**config.mk**
```make
export PLATFORM = sky130hd
export DESIGN_NAME = dns_query_reply_rewriter_unit
export DESIGN_NICKNAME = d
export VERILOG_FILES = /design/src/rtl/dqr_pkg.sv /design/src/rtl/dqr_front.sv /design/src/rtl/dqr_job_fifo.sv /design/src/rtl/dqr_back.sv /design/src/rtl/dqr_result_fifo.sv /design/src/rtl/dns_query_reply_rewriter_unit.sv
export SDC_FILE = /design/constraint.sdc
export NUM_CORES = 1
export LEC_CHECK = 0
export BUFFER_PORTS_ARGS = -buffer_cell sky130_fd_sc_hd__buf_2
export CAP_MARGIN = 20
export CORE_MARGIN = 5
export CORE_UTILIZATION = 50
export CTS_BUF_LIST = sky130_fd_sc_hd__clkbuf_8
export CTS_CLUSTER_SIZE = 40
export DETAILED_ROUTE_END_ITERATION = 7
export PLACE_DENSITY = 0.81
export SLEW_MARGIN = 10
export SYNTH_ARGS = -nofsm -noshare
export SYNTH_HDL_FRONTEND = slang
export SYNTH_SLANG_ARGS = --single-unit
```
**constraint.sdc**
```tcl
create_clock -name clk_i -period 4.2 [get_ports clk_i]
set_input_delay 0.42 -clock clk_i [delete_from_list [all_inputs] [get_ports clk_i]]
set_output_delay 0.42 -clock clk_i [all_outputs]
set_load 0.05 [all_outputs]
```
**src/rtl/dqr_pkg.sv**
```systemverilog
// Shared types and constants for the DNS query reply rewriter.
// Used by every module of the block; depends on nothing.
`timescale 1ns / 1ps

package dqr_pkg;

  localparam int MAX_DATAGRAM = 512;

  localparam int CNT_W = $clog2(MAX_DATAGRAM + 1);
  localparam int LBL_W = $clog2(MAX_DATAGRAM + 257);
  localparam int CMP_W = ((CNT_W > 10) ? CNT_W : 10) + 1;

  localparam int HEADER_LEN = 12;
  localparam int ANSWER_LEN = 16;
  localparam int QUESTION_TAIL = 5;

  localparam int OFFSET_W = 9;
  localparam int LENGTH_W = 10;
  localparam int CFG_W = 32;

  localparam int JOB_DEPTH = 4;
  localparam int RES_DEPTH = 4;

  localparam logic [0:0] REG_ANSWER_ADDRESS = 1'd0;
  localparam logic [0:0] REG_ANSWER_TTL = 1'd1;

  localparam logic [7:0] FLAG_RESPONSE = 8'h80;

  typedef enum logic [1:0] {
    KIND_EDIT  = 2'd0,
    KIND_REPLY = 2'd1,
    KIND_DROP  = 2'd2
  } result_kind_e;

  typedef struct packed {
    logic                drop;
    logic [7:0]          flags;
    logic                is_a;
    logic [OFFSET_W-1:0] name_end;
  } job_t;

  typedef struct packed {
    result_kind_e        kind;
    logic [OFFSET_W-1:0] offset;
    logic [7:0]          value;
    logic [LENGTH_W-1:0] length;
    logic                last;
  } result_t;

endpackage

```
**src/rtl/dqr_front.sv**
```systemverilog
// Byte parser: tracks header flags, walks the first question name and
// classifies each datagram into a job descriptor. Depends on dqr_pkg.
`timescale 1ns / 1ps

module dqr_front (
  input  logic                clk_i,
  input  logic                rst_ni,
  input  logic                take_i,
  input  logic [7:0]          data_byte_i,
  input  logic                end_of_datagram_i,
  output logic                job_push_o,
  output dqr_pkg::job_t       job_o
);

  logic [dqr_pkg::CNT_W-1:0]    count_q, count_d;
  logic [7:0]                   flags_q, flags_d;
  logic [dqr_pkg::LBL_W-1:0]    label_q, label_d;
  logic                         found_q, found_d;
  logic                         aborted_q, aborted_d;
  logic [dqr_pkg::OFFSET_W-1:0] nep_q, nep_d;
  logic [15:0]                  qtype_q, qtype_d;

  logic                         in_range;
  logic [dqr_pkg::LBL_W-1:0]    label_sum;
  logic [dqr_pkg::CMP_W-1:0]    pos_ext;
  logic [dqr_pkg::CMP_W-1:0]    nep_ext;
  logic                         drop;

  assign in_range  = count_q < dqr_pkg::CNT_W'(dqr_pkg::MAX_DATAGRAM);
  assign label_sum = label_q + dqr_pkg::LBL_W'(data_byte_i) + dqr_pkg::LBL_W'(1);
  assign pos_ext   = dqr_pkg::CMP_W'(count_q);
  assign nep_ext   = dqr_pkg::CMP_W'(nep_q);

  always_comb begin
    count_d   = count_q;
    flags_d   = flags_q;
    label_d   = label_q;
    found_d   = found_q;
    aborted_d = aborted_q;
    nep_d     = nep_q;
    qtype_d   = qtype_q;
    if (take_i && in_range) begin
      count_d = count_q + dqr_pkg::CNT_W'(1);
      if (count_q == dqr_pkg::CNT_W'(2)) begin
        flags_d = data_byte_i;
      end
      if (!found_q && !aborted_q && dqr_pkg::LBL_W'(count_q) == label_q) begin
        if (data_byte_i == 8'd0) begin
          found_d = 1'b1;
          nep_d   = dqr_pkg::OFFSET_W'(count_q);
        end else begin
          label_d = label_sum;
          if (label_sum >= dqr_pkg::LBL_W'(dqr_pkg::MAX_DATAGRAM)) begin
            aborted_d = 1'b1;
          end
        end
      end else if (found_q) begin
        if (pos_ext == nep_ext + dqr_pkg::CMP_W'(1)) begin
          qtype_d = {data_byte_i, qtype_q[7:0]};
        end else if (pos_ext == nep_ext + dqr_pkg::CMP_W'(2)) begin
          qtype_d = {qtype_q[15:8], data_byte_i};
        end
      end
    end
  end

  assign drop = (count_d < dqr_pkg::CNT_W'(dqr_pkg::HEADER_LEN)) || flags_d[7] ||
                aborted_d || !found_d ||
                (dqr_pkg::CMP_W'(nep_d) + dqr_pkg::CMP_W'(dqr_pkg::QUESTION_TAIL) >
                 dqr_pkg::CMP_W'(count_d));

  assign job_push_o = take_i && end_of_datagram_i;
  assign job_o      = '{drop: drop, flags: flags_d, is_a: (qtype_d == 16'd1),
                        name_end: nep_d};

  always_ff @(posedge clk_i or negedge rst_ni) begin
    if (!rst_ni) begin
      count_q   <= '0;
      flags_q   <= '0;
      label_q   <= dqr_pkg::LBL_W'(dqr_pkg::HEADER_LEN);
      found_q   <= 1'b0;
      aborted_q <= 1'b0;
      nep_q     <= '0;
      qtype_q   <= '0;
    end else if (take_i) begin
      if (end_of_datagram_i) begin
        count_q   <= '0;
        flags_q   <= '0;
        label_q   <= dqr_pkg::LBL_W'(dqr_pkg::HEADER_LEN);
        found_q   <= 1'b0;
        aborted_q <= 1'b0;
        nep_q     <= '0;
        qtype_q   <= '0;
      end else begin
        count_q   <= count_d;
        flags_q   <= flags_d;
        label_q   <= label_d;
        found_q   <= found_d;
        aborted_q <= aborted_d;
        nep_q     <= nep_d;
        qtype_q   <= qtype_d;
      end
    end
  end

endmodule

```
**src/rtl/dqr_job_fifo.sv**
```systemverilog
// Short queue of classified datagram jobs between parser and emitter.
// Depends on dqr_pkg.
`timescale 1ns / 1ps

module dqr_job_fifo (
  input  logic          clk_i,
  input  logic          rst_ni,
  input  logic          push_i,
  input  dqr_pkg::job_t data_i,
  output logic          full_o,
  input  logic          pop_i,
  output logic          empty_o,
  output dqr_pkg::job_t data_o
);

  localparam int PTR_W = $clog2(dqr_pkg::JOB_DEPTH);
  localparam int CNT_W = $clog2(dqr_pkg::JOB_DEPTH + 1);

  dqr_pkg::job_t    mem_q [dqr_pkg::JOB_DEPTH];
  logic [PTR_W-1:0] wr_q, rd_q;
  logic [CNT_W-1:0] cnt_q;
  logic             do_push, do_pop;

  assign full_o  = cnt_q == CNT_W'(dqr_pkg::JOB_DEPTH);
  assign empty_o = cnt_q == '0;
  assign do_push = push_i && !full_o;
  assign do_pop  = pop_i && !empty_o;
  assign data_o  = mem_q[rd_q];

  always_ff @(posedge clk_i) begin
    if (do_push) begin
      mem_q[wr_q] <= data_i;
    end
  end

  always_ff @(posedge clk_i or negedge rst_ni) begin
    if (!rst_ni) begin
      wr_q  <= '0;
      rd_q  <= '0;
      cnt_q <= '0;
    end else begin
      if (do_push) begin
        wr_q <= (wr_q == PTR_W'(dqr_pkg::JOB_DEPTH - 1)) ? '0 : wr_q + PTR_W'(1);
      end
      if (do_pop) begin
        rd_q <= (rd_q == PTR_W'(dqr_pkg::JOB_DEPTH - 1)) ? '0 : rd_q + PTR_W'(1);
      end
      if (do_push && !do_pop) begin
        cnt_q <= cnt_q + CNT_W'(1);
      end else if (do_pop && !do_push) begin
        cnt_q <= cnt_q - CNT_W'(1);
      end
    end
  end

endmodule

```
**src/rtl/dqr_back.sv**
```systemverilog
// Result sequencer: expands one job into a drop beat or a run of edits,
// an optional answer record and a reply beat. Depends on dqr_pkg.
`timescale 1ns / 1ps

module dqr_back (
  input  logic                        clk_i,
  input  logic                        rst_ni,
  input  logic                        job_valid_i,
  input  dqr_pkg::job_t               job_i,
  output logic                        job_pop_o,
  input  logic [dqr_pkg::CFG_W-1:0]   answer_address_i,
  input  logic [dqr_pkg::CFG_W-1:0]   answer_ttl_i,
  input  logic                        res_full_i,
  output logic                        res_push_o,
  output dqr_pkg::result_t            res_o
);

  localparam logic [4:0] STEP_HDR_LAST = 5'd7;
  localparam logic [4:0] STEP_ANSWER = 5'd8;
  localparam logic [4:0] STEP_REPLY = 5'd24;

  logic [4:0]                 step_q;
  logic [dqr_pkg::CMP_W-1:0]  qend;
  logic                       append;
  logic [3:0]                 rec_idx;
  logic [7:0]                 rec_byte;
  logic                       fire;

  assign qend    = dqr_pkg::CMP_W'(job_i.name_end) + dqr_pkg::CMP_W'(dqr_pkg::QUESTION_TAIL);
  assign append  = job_i.is_a && (qend + dqr_pkg::CMP_W'(dqr_pkg::ANSWER_LEN) <=
                                  dqr_pkg::CMP_W'(dqr_pkg::MAX_DATAGRAM));
  assign rec_idx = 4'(step_q - STEP_ANSWER);

  always_comb begin
    case (rec_idx)
      4'd0:    rec_byte = 8'hC0;
      4'd1:    rec_byte = 8'h0C;
      4'd3:    rec_byte = 8'h01;
      4'd5:    rec_byte = 8'h01;
      4'd6:    rec_byte = answer_ttl_i[31:24];
      4'd7:    rec_byte = answer_ttl_i[23:16];
      4'd8:    rec_byte = answer_ttl_i[15:8];
      4'd9:    rec_byte = answer_ttl_i[7:0];
      4'd11:   rec_byte = 8'h04;
      4'd12:   rec_byte = answer_address_i[31:24];
      4'd13:   rec_byte = answer_address_i[23:16];
      4'd14:   rec_byte = answer_address_i[15:8];
      4'd15:   rec_byte = answer_address_i[7:0];
      default: rec_byte = 8'h00;
    endcase
  end

  always_comb begin
    res_o = '{kind: dqr_pkg::KIND_EDIT, default: '0};
    if (job_i.drop) begin
      res_o.kind = dqr_pkg::KIND_DROP;
      res_o.last = 1'b1;
    end else begin
      case (step_q) inside
        5'd0: begin
          res_o.offset = dqr_pkg::OFFSET_W'(2);
          res_o.value  = job_i.flags | dqr_pkg::FLAG_RESPONSE;
        end
        5'd1: begin
          res_o.offset = dqr_pkg::OFFSET_W'(3);
          res_o.value  = dqr_pkg::FLAG_RESPONSE;
        end
        5'd2: begin
          res_o.offset = dqr_pkg::OFFSET_W'(6);
        end
        5'd3: begin
          res_o.offset = dqr_pkg::OFFSET_W'(7);
          res_o.value  = {7'd0, job_i.is_a};
        end
        [5'd4:5'd7]: begin
          res_o.offset = dqr_pkg::OFFSET_W'(step_q) + dqr_pkg::OFFSET_W'(4);
        end
        [5'd8:5'd23]: begin
          res_o.offset = dqr_pkg::OFFSET_W'(qend + dqr_pkg::CMP_W'(rec_idx));
          res_o.value  = rec_byte;
        end
        default: begin
          res_o.kind   = dqr_pkg::KIND_REPLY;
          res_o.length = dqr_pkg::LENGTH_W'(qend + (append ?
                           dqr_pkg::CMP_W'(dqr_pkg::ANSWER_LEN) : '0));
          res_o.last   = 1'b1;
        end
      endcase
    end
  end

  assign fire       = job_valid_i && !res_full_i;
  assign res_push_o = fire;
  assign job_pop_o  = fire && res_o.last;

  always_ff @(posedge clk_i or negedge rst_ni) begin
    if (!rst_ni) begin
      step_q <= '0;
    end else if (fire) begin
      if (res_o.last) begin
        step_q <= '0;
      end else if (step_q == STEP_HDR_LAST && !append) begin
        step_q <= STEP_REPLY;
      end else begin
        step_q <= step_q + 5'd1;
      end
    end
  end

endmodule

```
**src/rtl/dqr_result_fifo.sv**
```systemverilog
// Output queue of result beats presented on the block's pop side.
// Depends on dqr_pkg.
`timescale 1ns / 1ps

module dqr_result_fifo (
  input  logic             clk_i,
  input  logic             rst_ni,
  input  logic             push_i,
  input  dqr_pkg::result_t data_i,
  output logic             full_o,
  input  logic             pop_i,
  output logic             empty_o,
  output dqr_pkg::result_t data_o
);

  localparam int PTR_W = $clog2(dqr_pkg::RES_DEPTH);
  localparam int CNT_W = $clog2(dqr_pkg::RES_DEPTH + 1);

  dqr_pkg::result_t mem_q [dqr_pkg::RES_DEPTH];
  logic [PTR_W-1:0] wr_q, rd_q;
  logic [CNT_W-1:0] cnt_q;
  logic             do_push, do_pop;

  assign full_o  = cnt_q == CNT_W'(dqr_pkg::RES_DEPTH);
  assign empty_o = cnt_q == '0;
  assign do_push = push_i && !full_o;
  assign do_pop  = pop_i && !empty_o;
  assign data_o  = mem_q[rd_q];

  always_ff @(posedge clk_i) begin
    if (do_push) begin
      mem_q[wr_q] <= data_i;
    end
  end

  always_ff @(posedge clk_i or negedge rst_ni) begin
    if (!rst_ni) begin
      wr_q  <= '0;
      rd_q  <= '0;
      cnt_q <= '0;
    end else begin
      if (do_push) begin
        wr_q <= (wr_q == PTR_W'(dqr_pkg::RES_DEPTH - 1)) ? '0 : wr_q + PTR_W'(1);
      end
      if (do_pop) begin
        rd_q <= (rd_q == PTR_W'(dqr_pkg::RES_DEPTH - 1)) ? '0 : rd_q + PTR_W'(1);
      end
      if (do_push && !do_pop) begin
        cnt_q <= cnt_q + CNT_W'(1);
      end else if (do_pop && !do_push) begin
        cnt_q <= cnt_q - CNT_W'(1);
      end
    end
  end

endmodule

```
**src/rtl/dns_query_reply_rewriter_unit.sv**
```systemverilog
// Top level of the DNS query reply rewriter: configuration registers,
// parser, job queue, result sequencer and output queue. Depends on dqr_pkg.
//
//   Channel   Handshake        Payload
//   input     push / full      data_byte_i, end_of_datagram_i
//   result    pop / empty      result_kind_o, edit_offset_o, edit_value_o,
//                              reply_length_o, run_last_o
//   config    cfg_we_i         cfg_index_i, cfg_wdata_i
//
// The parser takes one byte beat per cycle while the job queue has room.
// Each datagram expands into 1 drop beat or 9 to 25 result beats, one per
// cycle while the output queue has room; the queues decouple both sides.
// Reset clears all parser state and loads the default address and TTL.
`timescale 1ns / 1ps

module dns_query_reply_rewriter_unit (
  input  logic                              clk_i,
  input  logic                              rst_ni,
  input  logic                              push,
  output logic                              full,
  input  logic [7:0]                        data_byte_i,
  input  logic                              end_of_datagram_i,
  output logic                              empty,
  input  logic                              pop,
  output logic [1:0]                        result_kind_o,
  output logic [dqr_pkg::OFFSET_W-1:0]      edit_offset_o,
  output logic [7:0]                        edit_value_o,
  output logic [dqr_pkg::LENGTH_W-1:0]      reply_length_o,
  output logic                              run_last_o,
  input  logic                              cfg_we_i,
  input  logic [0:0]                        cfg_index_i,
  input  logic [dqr_pkg::CFG_W-1:0]         cfg_wdata_i
);

  logic [dqr_pkg::CFG_W-1:0] address_q, ttl_q;

  logic             take;
  logic             job_push, job_full, job_empty, job_pop;
  dqr_pkg::job_t    job_in, job_head;
  logic             res_push, res_full;
  dqr_pkg::result_t res_in, res_head;

  always_ff @(posedge clk_i or negedge rst_ni) begin
    if (!rst_ni) begin
      address_q <= 32'hC0A8_0401;
      ttl_q     <= 32'd60;
    end else if (cfg_we_i) begin
      case (cfg_index_i)
        dqr_pkg::REG_ANSWER_ADDRESS: address_q <= cfg_wdata_i;
        dqr_pkg::REG_ANSWER_TTL:     ttl_q     <= cfg_wdata_i;
        default: ;
      endcase
    end
  end

  assign full = job_full;
  assign take = push && !job_full;

  dqr_front u_front (
    .clk_i             (clk_i),
    .rst_ni            (rst_ni),
    .take_i            (take),
    .data_byte_i       (data_byte_i),
    .end_of_datagram_i (end_of_datagram_i),
    .job_push_o        (job_push),
    .job_o             (job_in)
  );

  dqr_job_fifo u_job_fifo (
    .clk_i   (clk_i),
    .rst_ni  (rst_ni),
    .push_i  (job_push),
    .data_i  (job_in),
    .full_o  (job_full),
    .pop_i   (job_pop),
    .empty_o (job_empty),
    .data_o  (job_head)
  );

  dqr_back u_back (
    .clk_i            (clk_i),
    .rst_ni           (rst_ni),
    .job_valid_i      (!job_empty),
    .job_i            (job_head),
    .job_pop_o        (job_pop),
    .answer_address_i (address_q),
    .answer_ttl_i     (ttl_q),
    .res_full_i       (res_full),
    .res_push_o       (res_push),
    .res_o            (res_in)
  );

  dqr_result_fifo u_result_fifo (
    .clk_i   (clk_i),
    .rst_ni  (rst_ni),
    .push_i  (res_push),
    .data_i  (res_in),
    .full_o  (res_full),
    .pop_i   (pop),
    .empty_o (empty),
    .data_o  (res_head)
  );

  assign result_kind_o  = res_head.kind;
  assign edit_offset_o  = res_head.offset;
  assign edit_value_o   = res_head.value;
  assign reply_length_o = res_head.length;
  assign run_last_o     = res_head.last;

endmodule

```
==> results_dict.tcl <==
set metrics [dict create \
    worstPathMaxFanout 14 \
    chipHeight_um 189 \
    die_w_um 189 \
    final_cells 1740 \
    slew_viol_final 0 \
    cap_viol_max_count 0 \
    fmax_mhz 255 \
    drive_above_1_share_pct 27.2 \
    synthArstFlopShare_pct 41.8 \
    syn2layout_area_growth_pct 13.6 \
    end_kind "flop" \
    routed_wl_mm 34.4 \
    tightest_slew_ps 967 \
    syn-mean-instance-area_um2 13.6 \
    final_common_cell "edfxtp_1" \
    ys_ff_latch 330 \
    route.detailed.drc 0 \
    grt_pass1_wl_mm 56.4 \
    routed-via-count 10300 \
    most-common-layout-cells "192 x edfxtp_1, 124 x dfrtp_1, 78 x buf_2, 75 x mux2_2, 70 x nand2_1" \
    skew_ps 22.6 \
    ys_seq_area_share_pct 57.9 \
    fillers 2430 \
    slew_headroom_pct 35.5 \
    vdd_drop_max_uv 442 \
    synth_warnings 0 \
    status "finished clean" \
    htreeDepth 2 \
    grt_pass1_vias 10600 \
    path_clk_slew_ps 70 \
    synth.top_cell.area_share_pct 36.1 \
    p_per_area_nw_per_um2 639 \
    root_buffer "clkbuf_8" \
    ios 79 \
    cts_buffers 52 \
    fin_tns_setup_ps 0 \
    place_ws_ps -120 \
    synth_top_area_cell "edfxtp_1" \
    period_minus_slack_ps 3920 \
    via_per_inst 5.91 \
    cts.sinks 330 \
    grt_max_degree 88 \
    firstDrtPassIters 8 \
    wire_per_inst_um 19.8 \
    fin_hold_ws_ps 91.8 \
    fin_area_um2 18100 \
    synth_cell_types 81 \
    std_cell_rows 65 \
    hold_viol 0 \
    hpwl_mm 23.2 \
    synth_area_leaders "edfxtp_1 36%, dfrtp_1 20%, mux4_2 6.8%" \
    synth_nets 1276 \
    finalCritPeriodShare_pct 93.2 \
    placed_cells 1638 \
    insertion_delay_ps 580 \
    fin_ws_ps 284 \
    syn_area_um2 16000 \
    utilization_pct 57.4 \
    start_kind "flop" \
    leakagePower_nw 7.33 \
    syn_inst 1174 \
    p_total_mw 11.6 \
    cts_tree "built" \
    ant_nets 0 \
    crit_type "reg2reg" \
    nets 1395 \
    synth-main-ff-cell "edfxtp_1" \
    grtUsageTotal_pct 19.4 \
    gp_congestion 0.881 \
    rsz0062_at_grt "false" \
    grt-ovfl-total 0 \
    cts_buffer_depth 3 \
    hold_class "in2reg" \
    coreArea_um2 31600 \
    numPortBuffers 78 \
    cp_data_required_time_ps 4490 \
    antenna_found_initial 1 \
    synth_edf_count 192 \
    design.die.area_um2 35600 \
    start_util_pct 50.6 \
    worstPathArrival_ps 4210 \
    initialDrtViolationCount 1060 \
    setup_viol 0 \
    placed_cell_area_um2 17000 \
]
==> worst max-delay path, stage by stage, from the launching register on <==
cell	delay, ps
dfrtp_1	470
xor2_1	180
nor4_1	320
nand4_1	230
nor3_4	310
buf_4	280
mux2_4	360
xnor2_1	170
ha_1	270
o21a_1	120
o21a_1	160
o211ai_1	190
a21oi_1	100
a211o_1	230
a31oi_1	130
o21bai_1	130
==> where the power goes <==
group / internal, mW / switching, mW / total, mW / leakage (nW)
clock network: 1.54 / 1.24 / 2.77 / 0.638
logic: 1.53 / 2.65 / 4.19 / 3.16
registers: 4.27 / 0.348 / 4.62 / 3.53
==> state kept, by name, summed over array words and instances, names as in the netlist, 5 cells and up <==
register and flops:
address_q 32, u_job_fifo.mem_q 72, u_front.nep_q 9, u_result_fifo.mem_q 120, ttl_q 32, u_front.label_q 10, u_front.flags_q 8, u_front.qtype_q 16
u_back.step_q 5, u_front.count_q 10
==> cells by family (layout without fill, tap and decap cells) <==
kind of cell | Yosys count | in the layout | share of synthesized area [%]
xor+xnor | 67 | 67 | 3.77
flops | 330 | 330 | 57.9
buf+inv | 101 | 264 | 2.54
fa+ha+maj | 55 | 55 | 4.50
other cells | 0 | 1 | 0
mux | 147 | 147 | 13.7
simple gates | 256 | 256 | 8.23
compound gates | 218 | 218 | 9.42
==> synth_stat cells (all sizes together) (4+ instances only) <==
cell,number
a22oi,11
mux2i,20
o211ai,4
edfxtp,192
a222oi,4
nand4,11
ha,51
and3,7
nand3,25
nor2b,13
a21o,9
xnor2,38
nor3b,5
mux2,79
inv,38
or4,4
o31ai,5
a31oi,6
xor2,29
dfrtp,125
o22ai,6
fa,4
nand2b,6
or3,9
nor4,7
o21ai,61
nand2,70
buf,26
o21a,6
or2,7
mux4,48
and2,12
clkbuf,35
dfstp,13
nor3,15
a22o,33
nor2,58
a21oi,35
==> per-layer routing <==
layer  vias to the layer above  GRT usage [%]  wire length [um]
met4                         0           6.64               925
met2                       375           31.8             16500
met1                      5139           26.3             14600
met5                         -              0                 0
li1                       4687              -                 -
met3                        81           3.48              2330
==> repair_timing <==
action | 4_1_cts | 5_1_grt
setup endpoints to repair | 0 | 4
hold buffers | 1 | 0
endpoints found under the hold margin | 74 | 0
resized for setup | 0 | 1
setup buffers | 0 | 0
==> path summary, 6_finish.rpt <==
check | start | end | slack, ps | cells after the start
worst max-delay path | u_front.count_q[8]$_DFFE_PN0P_ | u_job_fifo.mem_q[1][18]$_DFFE_PP_ | 280 | 15
worst min-delay path | cfg_wdata_i[13] | ttl_q[13]$_DFFE_PN0P_ | 90 | 2
worst max register to register | u_front.count_q[8]$_DFFE_PN0P_ | u_job_fifo.mem_q[1][18]$_DFFE_PP_ | 280 | 15
worst min register to register | u_result_fifo.cnt_q[2]$_DFFE_PN0P_ | u_result_fifo.cnt_q[2]$_DFFE_PN0P_ | 490 | 1
max in group asynchronous | rst_ni | u_front.count_q[5]$_DFFE_PN0P_ | 2820 | 3
min in group asynchronous | rst_ni | u_front.nep_q[2]$_DFFE_PN0P_ | 500 | 2
==> cell type report <==
type | count | area, um2 | share of cell area, %
Tap cell | 402 | 503 | 2.78
Clock buffer | 59 | 812 | 4.48
Clock inverter | 39 | 277 | 1.53
Antenna cell | 1 | 2.50 | 0.0138
Timing Repair Buffer | 126 | 777 | 4.29
Multi-Input combinational cell | 743 | 6360 | 35.1
Inverter | 40 | 150 | 0.829
Sequential cell | 330 | 9240 | 51.0
Power figures use the tool's default switching activity.
